File: config.mk
export PLATFORM = sky130hd
export DESIGN_NAME = height_glitch_filter_vertical_speed
export DESIGN_NICKNAME = d
export VERILOG_FILES = /design/src/sv/hgfvs_pkg.sv /design/src/sv/height_glitch_filter_vertical_speed.sv
export VERILOG_INCLUDE_DIRS = /design/src /design/src/sv
export SDC_FILE = /design/constraint.sdc
export NUM_CORES = 2
export LEC_CHECK = 0
export ABC_AREA = 0
export BUFFER_PORTS_ARGS = -buffer_cell sky130_fd_sc_hd__buf_2
export CAP_MARGIN = 20
export CORE_MARGIN = 3
export CORE_UTILIZATION = 62
export CTS_CLUSTER_DIAMETER = 40
export CTS_CLUSTER_SIZE = 20
export DETAILED_ROUTE_END_ITERATION = 10
export PLACE_DENSITY = 0.89
export SYNTH_ARGS = -nofsm -noshare
export SYNTH_HDL_FRONTEND = slang
export SYNTH_SLANG_ARGS = --single-unit
File: constraint.sdc
create_clock -name clk -period 18.1 [get_ports clk]
set_input_delay 3.62 -clock clk [delete_from_list [all_inputs] [get_ports clk]]
set_output_delay 3.62 -clock clk [all_outputs]
set_load 0.03 [all_outputs]
File: src/sv/height_glitch_filter_vertical_speed_defines.svh
// assertion macros for the height glitch filter block
`ifndef HEIGHT_GLITCH_FILTER_VERTICAL_SPEED_DEFINES_SVH
`define HEIGHT_GLITCH_FILTER_VERTICAL_SPEED_DEFINES_SVH

`ifndef SYNTHESIS
// same-cycle implication, sampled on clk, off while rst_n is low
`define HGFVS_ASSERT_SAME(label, ante, cons) \
  label: assert property (@(posedge clk) disable iff (!rst_n) (ante) |-> (cons)) \
    else $error("hgfvs assertion failed");
// next-cycle implication, sampled on clk, off while rst_n is low
`define HGFVS_ASSERT_NEXT(label, ante, cons) \
  label: assert property (@(posedge clk) disable iff (!rst_n) (ante) |=> (cons)) \
    else $error("hgfvs assertion failed");
`else
`define HGFVS_ASSERT_SAME(label, ante, cons)
`define HGFVS_ASSERT_NEXT(label, ante, cons)
`endif

`endif

File: src/sv/hgfvs_pkg.sv
// shared types and constants of the height glitch filter block
`default_nettype none

package hgfvs_pkg;

  localparam int HEIGHT_W = 16;
  localparam int TIME_W   = 32;
  localparam int RATE_W   = 10;
  localparam int SPEED_W  = 32;
  localparam int CFG_IDX_W  = 2;
  localparam int CFG_DATA_W = 32;

  localparam logic [CFG_IDX_W-1:0] CFG_JUMP_LIMIT  = 2'd0;
  localparam logic [CFG_IDX_W-1:0] CFG_HOLD_TIME   = 2'd1;
  localparam logic [CFG_IDX_W-1:0] CFG_SAMPLE_RATE = 2'd2;

  localparam logic [HEIGHT_W-1:0] JUMP_LIMIT_RST  = 16'd50;
  localparam logic [TIME_W-1:0]   HOLD_TIME_RST   = 32'd100000;
  localparam logic [RATE_W-1:0]   SAMPLE_RATE_RST = 10'd25;

  typedef enum logic [5:0] {
    ST_IDLE  = 6'b000001,
    ST_WALK  = 6'b000010,
    ST_SCALE = 6'b000100,
    ST_ABS   = 6'b001000,
    ST_DIV   = 6'b010000,
    ST_EMIT  = 6'b100000
  } hgfvs_state_t;

endpackage

`default_nettype wire

File: src/sv/height_glitch_filter_vertical_speed.sv
// Height glitch filter with vertical speed estimate. Each item is a height
// sample (mm), a wrapping microsecond timestamp and a measured flag, and gives
// one result. A sample that jumps more than jump_limit_mm from the last
// accepted height less than hold_time_us after it is rejected and the last
// height is held. On measured samples the output height enters a ring of
// WINDOW entries and the speed becomes the least-squares slope over the ring
// (oldest at x = 0) times sample_rate_hz, truncated toward zero and saturated.
// An unmeasured item goes from the accept straight to the emit step, and its
// result is valid by the time the next item is taken. A measured item runs
// through the walk, scale, magnitude, divide and emit steps, its result valid
// before the next accept: one multiply-accumulate per window entry on the
// shared multiplier, one multiply by the rate, the magnitude, then the
// quotient by the constant regression denominator as a multiply by its
// reciprocal on the same multiplier, one 16-bit slice of the magnitude per
// cycle (NCH = 2 slices at WINDOW = 3), and the emit step. While the
// previous result still waits on out_stall, emit holds. The input stalls
// while an item is in work; a finished result waits in the output register
// while the next item is taken. cfg_ready is always high; write registers
// only while the block is idle.
`default_nettype none
`include "height_glitch_filter_vertical_speed_defines.svh"

module height_glitch_filter_vertical_speed
  import hgfvs_pkg::*;
#(
  parameter int WINDOW = 3
) (
  input  wire logic                        clk,
  input  wire logic                        rst_n,
  // input items
  input  wire logic                        in_valid,
  output logic                             in_stall,
  input  wire logic [HEIGHT_W-1:0]         in_height_mm,
  input  wire logic [TIME_W-1:0]           in_time_us,
  input  wire logic                        in_height_measured,
  // result items
  output logic                             out_valid,
  input  wire logic                        out_stall,
  output logic [HEIGHT_W-1:0]              out_height_out_mm,
  output logic signed [SPEED_W-1:0]        out_vertical_speed,
  output logic                             out_sample_rejected,
  // register writes
  input  wire logic                        cfg_valid,
  output logic                             cfg_ready,
  input  wire logic [CFG_IDX_W-1:0]        cfg_index,
  input  wire logic [CFG_DATA_W-1:0]       cfg_data
);

  localparam int SX     = WINDOW * (WINDOW - 1) / 2;
  localparam int DEN    = WINDOW * WINDOW * (WINDOW * WINDOW - 1) / 12;
  localparam int PW     = $clog2(WINDOW);
  localparam int CW     = $clog2(SX + 1) + 1;
  localparam int ACC_W  = HEIGHT_W + CW + PW + 1;
  localparam int MB_W   = HEIGHT_W + 1;
  localparam int PROD_W = ACC_W + RATE_W;
  // reciprocal of the denominator, exact for any PROD_W-bit magnitude
  localparam int SHR    = PROD_W + $clog2(DEN);
  localparam int REC_W  = PROD_W + 1;
  localparam int A_W    = REC_W + 1;
  localparam int MUL_W  = A_W + MB_W;
  localparam int CH_W   = MB_W - 1;
  localparam int NCH    = (PROD_W + CH_W - 1) / CH_W;
  localparam int MAG_W  = NCH * CH_W;
  localparam int RACC_W = PROD_W + REC_W;
  localparam int DCNT_W = (NCH > 1) ? $clog2(NCH) : 1;
  localparam int EXT_W  = (PROD_W > 33) ? PROD_W : 33;

  localparam logic [63:0]          REC64     = ((64'd1 << SHR) + 64'(DEN) - 64'd1) / 64'(DEN);
  localparam logic [REC_W-1:0]     REC       = REC_W'(REC64);
  localparam logic signed [CW-1:0] COEF0     = CW'(-SX);
  localparam logic signed [CW-1:0] COEF_STEP = CW'(WINDOW);
  localparam logic [PW-1:0]        PTR_LAST  = PW'(WINDOW - 1);
  localparam logic [EXT_W-1:0]     POS_LIM   = EXT_W'(33'h0_7FFF_FFFF);
  localparam logic [EXT_W-1:0]     NEG_LIM   = EXT_W'(33'h0_8000_0000);

  hgfvs_state_t state_r, state_nxt;

  logic [HEIGHT_W-1:0] jump_r;
  logic [TIME_W-1:0]   hold_r;
  logic [RATE_W-1:0]   rate_r;

  logic                primed_r;
  logic [HEIGHT_W-1:0] last_h_r;
  logic [TIME_W-1:0]   last_t_r;
  logic [HEIGHT_W-1:0] win_r [WINDOW];
  logic [PW-1:0]       wp_r;
  logic signed [SPEED_W-1:0] speed_r;

  logic [HEIGHT_W-1:0] hout_r;
  logic                rej_r;
  logic                meas_r;
  logic [PW-1:0]       rd_r;
  logic [PW-1:0]       cnt_r;
  logic signed [CW-1:0]    coef_r;
  logic signed [ACC_W-1:0] acc_r;
  logic signed [PROD_W-1:0] prod_r;
  logic                neg_r;
  logic [MAG_W-1:0]    mag_sh_r;
  logic [RACC_W-1:0]   racc_r;
  logic [DCNT_W-1:0]   dcnt_r;
  logic                out_valid_r;

  // glitch test on the incoming item
  logic                in_acc;
  logic [HEIGHT_W-1:0] lh;
  logic [TIME_W-1:0]   lt;
  logic [HEIGHT_W-1:0] diff;
  logic [TIME_W-1:0]   elapsed;
  logic                rej;
  logic [HEIGHT_W-1:0] hout;
  logic [PW-1:0]       wp_adv;

  assign in_acc  = in_valid && !in_stall;
  assign lh      = primed_r ? last_h_r : in_height_mm;
  assign lt      = primed_r ? last_t_r : in_time_us;
  assign diff    = (in_height_mm >= lh) ? (in_height_mm - lh) : (lh - in_height_mm);
  assign elapsed = in_time_us - lt;
  assign rej     = (diff > jump_r) && (elapsed < hold_r);
  assign hout    = rej ? lh : in_height_mm;
  assign wp_adv  = (wp_r == PTR_LAST) ? '0 : wp_r + 1'b1;

  // shared multiplier: coefficient times entry while walking, sum times rate,
  // then reciprocal times one magnitude slice
  logic signed [A_W-1:0]   mul_a;
  logic signed [MB_W-1:0]  mul_b;
  logic signed [MUL_W-1:0] mul_p;

  always_comb begin
    if (state_r == ST_WALK) begin
      mul_a = A_W'(coef_r);
      mul_b = MB_W'(win_r[rd_r]);
    end else if (state_r == ST_SCALE) begin
      mul_a = A_W'(acc_r);
      mul_b = MB_W'(rate_r);
    end else begin
      mul_a = A_W'(REC);
      mul_b = MB_W'(mag_sh_r[MAG_W-1 -: CH_W]);
    end
  end

  assign mul_p = MUL_W'(mul_a) * MUL_W'(mul_b);

  // signed, saturated quotient
  logic [EXT_W-1:0]          mag;
  logic signed [SPEED_W-1:0] sat_speed;

  assign mag = EXT_W'(racc_r >> SHR);

  always_comb begin
    if (neg_r) begin
      sat_speed = (mag > NEG_LIM) ? 32'sh8000_0000 : SPEED_W'(~mag[31:0] + 32'd1);
    end else begin
      sat_speed = (mag > POS_LIM) ? 32'sh7FFF_FFFF : SPEED_W'(mag[31:0]);
    end
  end

  logic out_free;
  assign out_free = !out_valid_r || !out_stall;

  always_comb begin
    state_nxt = state_r;
    unique case (state_r)
      ST_IDLE: begin
        if (in_acc) state_nxt = in_height_measured ? ST_WALK : ST_EMIT;
      end
      ST_WALK: begin
        if (cnt_r == PTR_LAST) state_nxt = ST_SCALE;
      end
      ST_SCALE: state_nxt = ST_ABS;
      ST_ABS:   state_nxt = ST_DIV;
      ST_DIV: begin
        if (dcnt_r == '0) state_nxt = ST_EMIT;
      end
      ST_EMIT: begin
        if (out_free) state_nxt = ST_IDLE;
      end
      default: state_nxt = ST_IDLE;
    endcase
  end

  // control and architectural state
  always_ff @(posedge clk) begin
    if (!rst_n) begin
      state_r     <= ST_IDLE;
      out_valid_r <= 1'b0;
      jump_r      <= JUMP_LIMIT_RST;
      hold_r      <= HOLD_TIME_RST;
      rate_r      <= SAMPLE_RATE_RST;
      primed_r    <= 1'b0;
      last_h_r    <= '0;
      last_t_r    <= '0;
      wp_r        <= '0;
      speed_r     <= '0;
      for (int i = 0; i < WINDOW; i++) begin
        win_r[i] <= '0;
      end
    end else begin
      state_r <= state_nxt;

      if (cfg_valid && cfg_ready) begin
        unique case (cfg_index)
          CFG_JUMP_LIMIT:  jump_r <= cfg_data[HEIGHT_W-1:0];
          CFG_HOLD_TIME:   hold_r <= cfg_data[TIME_W-1:0];
          CFG_SAMPLE_RATE: rate_r <= cfg_data[RATE_W-1:0];
          default: ;
        endcase
      end

      if (in_acc) begin
        primed_r <= 1'b1;
        if (!rej) begin
          last_h_r <= in_height_mm;
          last_t_r <= in_time_us;
        end
        if (in_height_measured) begin
          win_r[wp_r] <= hout;
          wp_r        <= wp_adv;
        end
      end

      if (state_r == ST_EMIT && out_free) begin
        out_valid_r <= 1'b1;
        if (meas_r) speed_r <= sat_speed;
      end else if (out_valid_r && !out_stall) begin
        out_valid_r <= 1'b0;
      end
    end
  end

  // datapath registers
  always_ff @(posedge clk) begin
    if (in_acc) begin
      hout_r <= hout;
      rej_r  <= rej;
      meas_r <= in_height_measured;
      rd_r   <= wp_adv;
      cnt_r  <= '0;
      coef_r <= COEF0;
      acc_r  <= '0;
    end

    if (state_r == ST_WALK) begin
      acc_r  <= acc_r + ACC_W'(mul_p);
      coef_r <= coef_r + COEF_STEP;
      rd_r   <= (rd_r == PTR_LAST) ? '0 : rd_r + 1'b1;
      cnt_r  <= cnt_r + 1'b1;
    end

    if (state_r == ST_SCALE) begin
      prod_r <= PROD_W'(mul_p);
    end

    if (state_r == ST_ABS) begin
      neg_r    <= prod_r[PROD_W-1];
      mag_sh_r <= prod_r[PROD_W-1] ? MAG_W'($unsigned(-prod_r)) : MAG_W'($unsigned(prod_r));
      racc_r   <= '0;
      dcnt_r   <= DCNT_W'(NCH - 1);
    end

    // top slice first, so the product builds up as shift and add
    if (state_r == ST_DIV) begin
      mag_sh_r <= mag_sh_r << CH_W;
      racc_r   <= (racc_r << CH_W) + RACC_W'(mul_p);
      dcnt_r   <= dcnt_r - 1'b1;
    end

    if (state_r == ST_EMIT && out_free) begin
      out_height_out_mm   <= hout_r;
      out_sample_rejected <= rej_r;
      out_vertical_speed  <= meas_r ? sat_speed : speed_r;
    end
  end

  assign in_stall  = (state_r != ST_IDLE);
  assign out_valid = out_valid_r;
  assign cfg_ready = 1'b1;

  // an accepted item always leaves idle
  `HGFVS_ASSERT_NEXT(a_accept_leaves_idle, in_acc, state_r != ST_IDLE)
  // a new result appears only out of the emit step
  `HGFVS_ASSERT_SAME(a_result_from_emit, $rose(out_valid_r), $past(state_r) == ST_EMIT)
  // the divider hands over to emit after its last slice
  `HGFVS_ASSERT_NEXT(a_div_done, (state_r == ST_DIV) && (dcnt_r == '0), state_r == ST_EMIT)
  // a rejected sample holds the last accepted height
  `HGFVS_ASSERT_SAME(a_reject_holds, in_acc && rej, hout == last_h_r)

endmodule

`default_nettype wire
* Word level (Yosys, flattened, before mapping)
Memories as Yosys holds them, arrays and structs flattened. A register that Yosys moved wholly into a read port is not among the register bits.
Index checks and enable logic that the tools add are counted.
** Cells by class
- $add $sub $neg :: 12
- Multipliers :: 1
- Order comparisons :: 5
- Equality and inequality tests :: 16
- Mux-type cells :: 46
- Bitwise logic cells :: 2
- Reduce and logical (&&, ||, !) cells :: 19
** Operators with widths (count)
- 32-bit 2-to-1 mux :: 7
- 65-bit 2-to-1 mux :: 2
- 16-bit 2-to-1 mux :: 6
- 34-bit 2-to-1 mux :: 2
- 65-bit adder :: 1
- 34-bit by 17-bit multiplier with 51-bit output :: 1
- 22-bit 2-to-1 mux :: 2
- 6-bit case mux with 6 select lines :: 1
- 32-bit by 1-bit adder with 32-bit output, second input constant :: 1
- 30-bit by 32-bit greater-than comparator with 1-bit output, second input constant :: 1
- 32-bit < comparator :: 1
- 32-bit negator :: 1
- 30-bit NOT with 32-bit output :: 1
- 16-bit subtractor :: 2
- 32-bit subtractor :: 1
- 30-bit by 31-bit greater-than comparator with 1-bit output, second input constant :: 1
- 31-bit 2-to-1 mux :: 1
- 6-bit 2-to-1 mux :: 5
- 22-bit adder :: 1
- 16-bit >= comparator :: 1
- 16-bit greater-than comparator :: 1
- 2-bit 2-to-1 mux :: 8
- 16-bit OR reduction :: 1
- 1-bit 2-to-1 mux :: 10
- other kinds (22) :: 42
** Word-level totals
- Flip-flop bits (word level) :: 375
- Bits in writable memories :: 48
- Bits of input ports :: 88
- Output and inout bits :: 52
- Word-level logic and storage cells :: 128
- Memories kept :: 1
** Memory list
- win_r :: depth 3, width 16, rd ports 1, clocked after memory_dff 1, wr ports 3, line height_glitch_filter_vertical_speed.sv:85 : logic [HEIGHT_W-1:0] win_r [WINDOW];

* Logic depth before layout (Yosys ltp)
- Depth after elaboration :: 8
- Gate-level depth with buffers :: 44
- Gate-level depth less buffers :: 41

* Worst setup path before layout
No wires, ideal clock.
- Kind :: register to register
- Start point :: register state_r[3]
- End point :: register racc_r[63] (data pin)
- Setup time :: 0.266 ns
- Arrival time :: 10.348 ns
- Data required time :: 17.834 ns
- Path slack :: 7.486 ns
- Stages on the path, launching flop included :: 42
- Path buffers :: 3
- Clock period less this slack :: 10.614 ns
- Cell sequence :: dfxtp_1 nor4_1 nand3b_1 clkinv_1 clkbuf_1 buf_1 a21o_1 nand2_1 fa_1 inv_1 fa_1 inv_1 fa_1 inv_1 fa_1 fa_1 inv_1 fa_1 [... 6 more ...] and3b_1 o41ai_1 o21bai_1 a41oi_1 o21ai_0 xor2_1 ha_1 clkbuf_1 a21oi_1 o21ai_0 a21o_1 a21o_1 a21oi_1 nor2b_1 a2111oi_0 o21ai_0 xnor2_1 nor2_1
** Between the ends
- Word-level cells in the longest chain between the ends :: 6
- Elaborated cells between the ends (all ways) :: 10
- Those cells by class :: add/sub: 1; mul: 1; eq/ne: 3; mux: 5
** Ends and longest elaborated chain
- start: declaration :: line height_glitch_filter_vertical_speed.sv:76 : hgfvs_state_t state_r, state_nxt;
- start signal: assignment :: line height_glitch_filter_vertical_speed.sv:198 : state_r <= state_nxt;
- 6-bit by 3-bit equality test with 1-bit output :: line height_glitch_filter_vertical_speed.sv:132 : end else if (state_r == ST_SCALE) begin
- 34-bit 2-to-1 mux or 16-bit 2-to-1 mux (tied branches) :: line height_glitch_filter_vertical_speed.sv:132
- 34-bit 2-to-1 mux or 16-bit 2-to-1 mux (tied branches) :: line height_glitch_filter_vertical_speed.sv:129 : if (state_r == ST_WALK) begin
- 34-bit by 17-bit multiplier with 51-bit output :: line height_glitch_filter_vertical_speed.sv:141 : assign mul_p = MUL_W'(mul_a) * MUL_W'(mul_b);
- 65-bit adder :: line height_glitch_filter_vertical_speed.sv:263 : racc_r <= (racc_r << CH_W) + RACC_W'(mul_p);
- 65-bit 2-to-1 mux * :: line height_glitch_filter_vertical_speed.sv:261 : if (state_r == ST_DIV) begin
- end signal: assignment :: line height_glitch_filter_vertical_speed.sv:263
- end: declaration :: line height_glitch_filter_vertical_speed.sv:99 : logic [RACC_W-1:0] racc_r;
Mark *: on every way between the ends. The rest lies on a longest branch, timed or not.
A chain may end at the register's enable or synchronous reset.

* Worst setup path after layout
Same ends and word-level chain as after synthesis.

==> impl_metrics.tcl <==
set metrics [dict create \
    dieWidth_microns 267.7 \
    async_flop_share_pct 0 \
    route.detailed.drc 0 \
    routed_wl_microns 110200 \
    crit_family "compound AO/OA/AOI/OAI gates" \
    drtIter0Drc 3312 \
    fin_crit_ns 12.12 \
    grt_pass1_vias 34070 \
    wl_per_cell_microns 19.76 \
    syn_nets 5450 \
    synthCells 4607 \
    drive_gt1_share_pct 7.190 \
    grt_overflow 0 \
    synth_top_cell_by_area "fa_1" \
    grt_pass1_wl_microns 176700 \
    endpoint_kind "flip-flop" \
    fin_worst_skew_ns 0.02660 \
    place.gp.congestion 0.9777 \
    io_buffers 138 \
    io_pins 140 \
    r2r-start "state_r[3]" \
    hold_class "reg -> reg" \
    syn_avg_cell_area_sq_um 9.216 \
    critPathRequiredTime_ns 18.40 \
    r2r_cells 41 \
    synth_top_area_share_pct 21.74 \
    setup_viol 0 \
    synth-edff-count 275 \
    dp_cells 5492 \
    finalHoldViolCount 0 \
    cp_max_fo 23 \
    antenna_found_initial 6 \
    ant_nets 0 \
    rrSetupSlack_ns 5.98 \
    whs_ns 0.4199 \
    max_stage_delay_ns 0.69 \
    mostFrequentLayoutCell "inv_1" \
    max_freq_mhz 82.51 \
    hold_end "out_height_out_mm[8]" \
    worst_path_most_repeated_cell "fa_1" \
    cts_tree "done" \
    htree_levels 2 \
    final.setup.worst_slack_ns 5.981 \
    drv_cap 0 \
    ys_top_cells_by_area "fa_1 22%, edfxtp_1 19%, ha_1 8.7%" \
    start_kind "flip-flop" \
    synth.distinct_cells 80 \
    dp_hpwl_microns 84130 \
    core.rowCount 95 \
    insertion_delay_ns 0.58 \
    dr.pass1.iters 6 \
    cp_num_buf_inv 7 \
    ctsResizeCount 0 \
    ys.flop_type "edfxtp_1" \
    cts_max_path_buffers 3 \
    drv_slew 0 \
    status "complete, no violations" \
    area_delta_synth_final_pct 7.394 \
    yosysSeqAreaShare_pct 27.28 \
    hold_depth 0 \
    root_buffer "clkbuf_16" \
    die_area_sq_um 71660 \
    path_class "reg -> reg" \
    core_area_sq_um 67510 \
    rsz0062_at_grt "no" \
    mostFrequentLayoutCells "761 x inv_1, 608 x nand2_1, 461 x fa_1, 391 x nor2_1, 294 x ha_1" \
    fin_crit_sh_pct 66.96 \
    synthesis.area_sq_um 42460 \
    clock_sinks 441 \
    relSlewSlack_pct 25.63 \
    tightest_slew_ns 1.116 \
    finalSetupTns_ns 0 \
    place_ws_ns 6.095 \
    ys_warn_count 0 \
    slowest_stage "a2111oi_0" \
    critPathArrivalTime_ns 12.42 \
    cts_made_buffers 42 \
    num_vias 33490 \
    die_h_microns 267.7 \
    cts.clk_slew.worst_paths_ns 0.08 \
    ys_ff_latch 441 \
    min_from "hout_r[8]" \
    r2r_end "racc_r[63]" \
    cts_setup_buffers 0 \
    grt_max_degree 111 \
    grt_use_total_pct 30.97 \
    viasPerCell 6.005 \
    cts_hold_buf 0 \
    layout.cells.non_filler 5576 \
    final_nets 5510 \
    floorplan.initialDensity_pct 62.89 \
]
[kinds of logic after synthesis]
family	Yosys count	share of synthesized area, %
compound gates	815	12.75
fa+ha+maj	755	30.40
mux	131	3.584
xor+xnor	189	3.899
other cells	2	0.01769
flops	441	27.28
buf+inv	931	8.287
simple gates	1343	13.78
[worst register-to-register path, delay by kind of cell, from the launching register on]
family | cells | cell delay [ns]
AND/OR/NAND/NOR | 8 | 1.89
XOR/XNOR | 2 | 0.38
flip-flops | 1 | 0.40
AO/OA/AOI/OAI | 16 | 4.38
buffers and inverters | 7 | 1.02
adder cells (fa/ha/maj) | 8 | 3.75
[Yosys cell counts (8+ instances only)]
cell	instances
or2_2	17
a21boi_0	87
clkbuf_1	141
inv_1	762
a22o_1	20
and3_1	20
o211ai_1	19
a21oi_1	195
fa_1	461
xnor2_1	105
mux4_2	16
o2111ai_1	8
o31ai_1	25
nor4_1	13
a211oi_1	39
mux2_2	8
xor2_1	84
o21a_1	29
nand4_1	22
nor2_1	396
nor3_1	57
o21bai_1	35
a21o_1	112
dfxtp_1	166
o21ai_0	138
or3_1	18
nand3_1	46
and2_1	36
ha_1	294
a31oi_1	20
edfxtp_1	275
o22ai_1	8
nand2_1	608
nor2b_1	32
o41ai_1	11
nand2b_1	40
mux2i_1	107
buf_1	15
[sequential cells by signal, summed over array words and instances (netlist names), 32 cells and up, named ones only]
| signal | count |
|---|---|
| racc_r | 65 |
| win_r | 64 |
| hold_r | 32 |
| last_t_r | 32 |
| mag_sh_r | 32 |
| out_vertical_speed | 32 |
| prod_r | 32 |
| speed_r | 32 |
[layer usage]
layer	share of wire (%)	global-route usage (%)	vias up
li1	-	-	15250
met5	0.036	0	-
met3	8.1	4.961	392
met2	48	52.03	1637
met1	38	39.65	16200
met4	5.3	14.19	8
[worst max-delay path by stage]
stage / cells past startpoint / from / endpoint
6_report: 41 / state_r[3] / racc_r[63]
4_1_cts: 41 / state_r[3] / racc_r[63]
3_5_place_dp: 41 / state_r[3] / racc_r[63]
5_1_grt: 41 / state_r[3] / racc_r[63]
3_3_place_gp: 41 / state_r[3] / racc_r[63]
2_1_floorplan: 41 / state_r[3] / racc_r[63]
[metrics by stage]
stage	area [sq um]	utilization [%]
after floorplan	42460	-
after global placement	43970	65.12
after detailed placement	43970	65.12
after CTS	45530	67.44
after global routing	45600	67.54
final	45600	67.54
[final cells by class]
class                   count  area [sq um]
diodes                      2         5.005
clock buffers              47          1144
clock inverters            31         419.2
fillers                  5029         21920
inverters                 764          2868
multi-input cells        3235         27420
flip-flops and latches    441         11580
well taps                 873          1092
repair buffers            183          1066
Power is left out: the tool's default activity adds up to more than one toggle a clock period on the data nets, which glitch-free logic cannot reach.
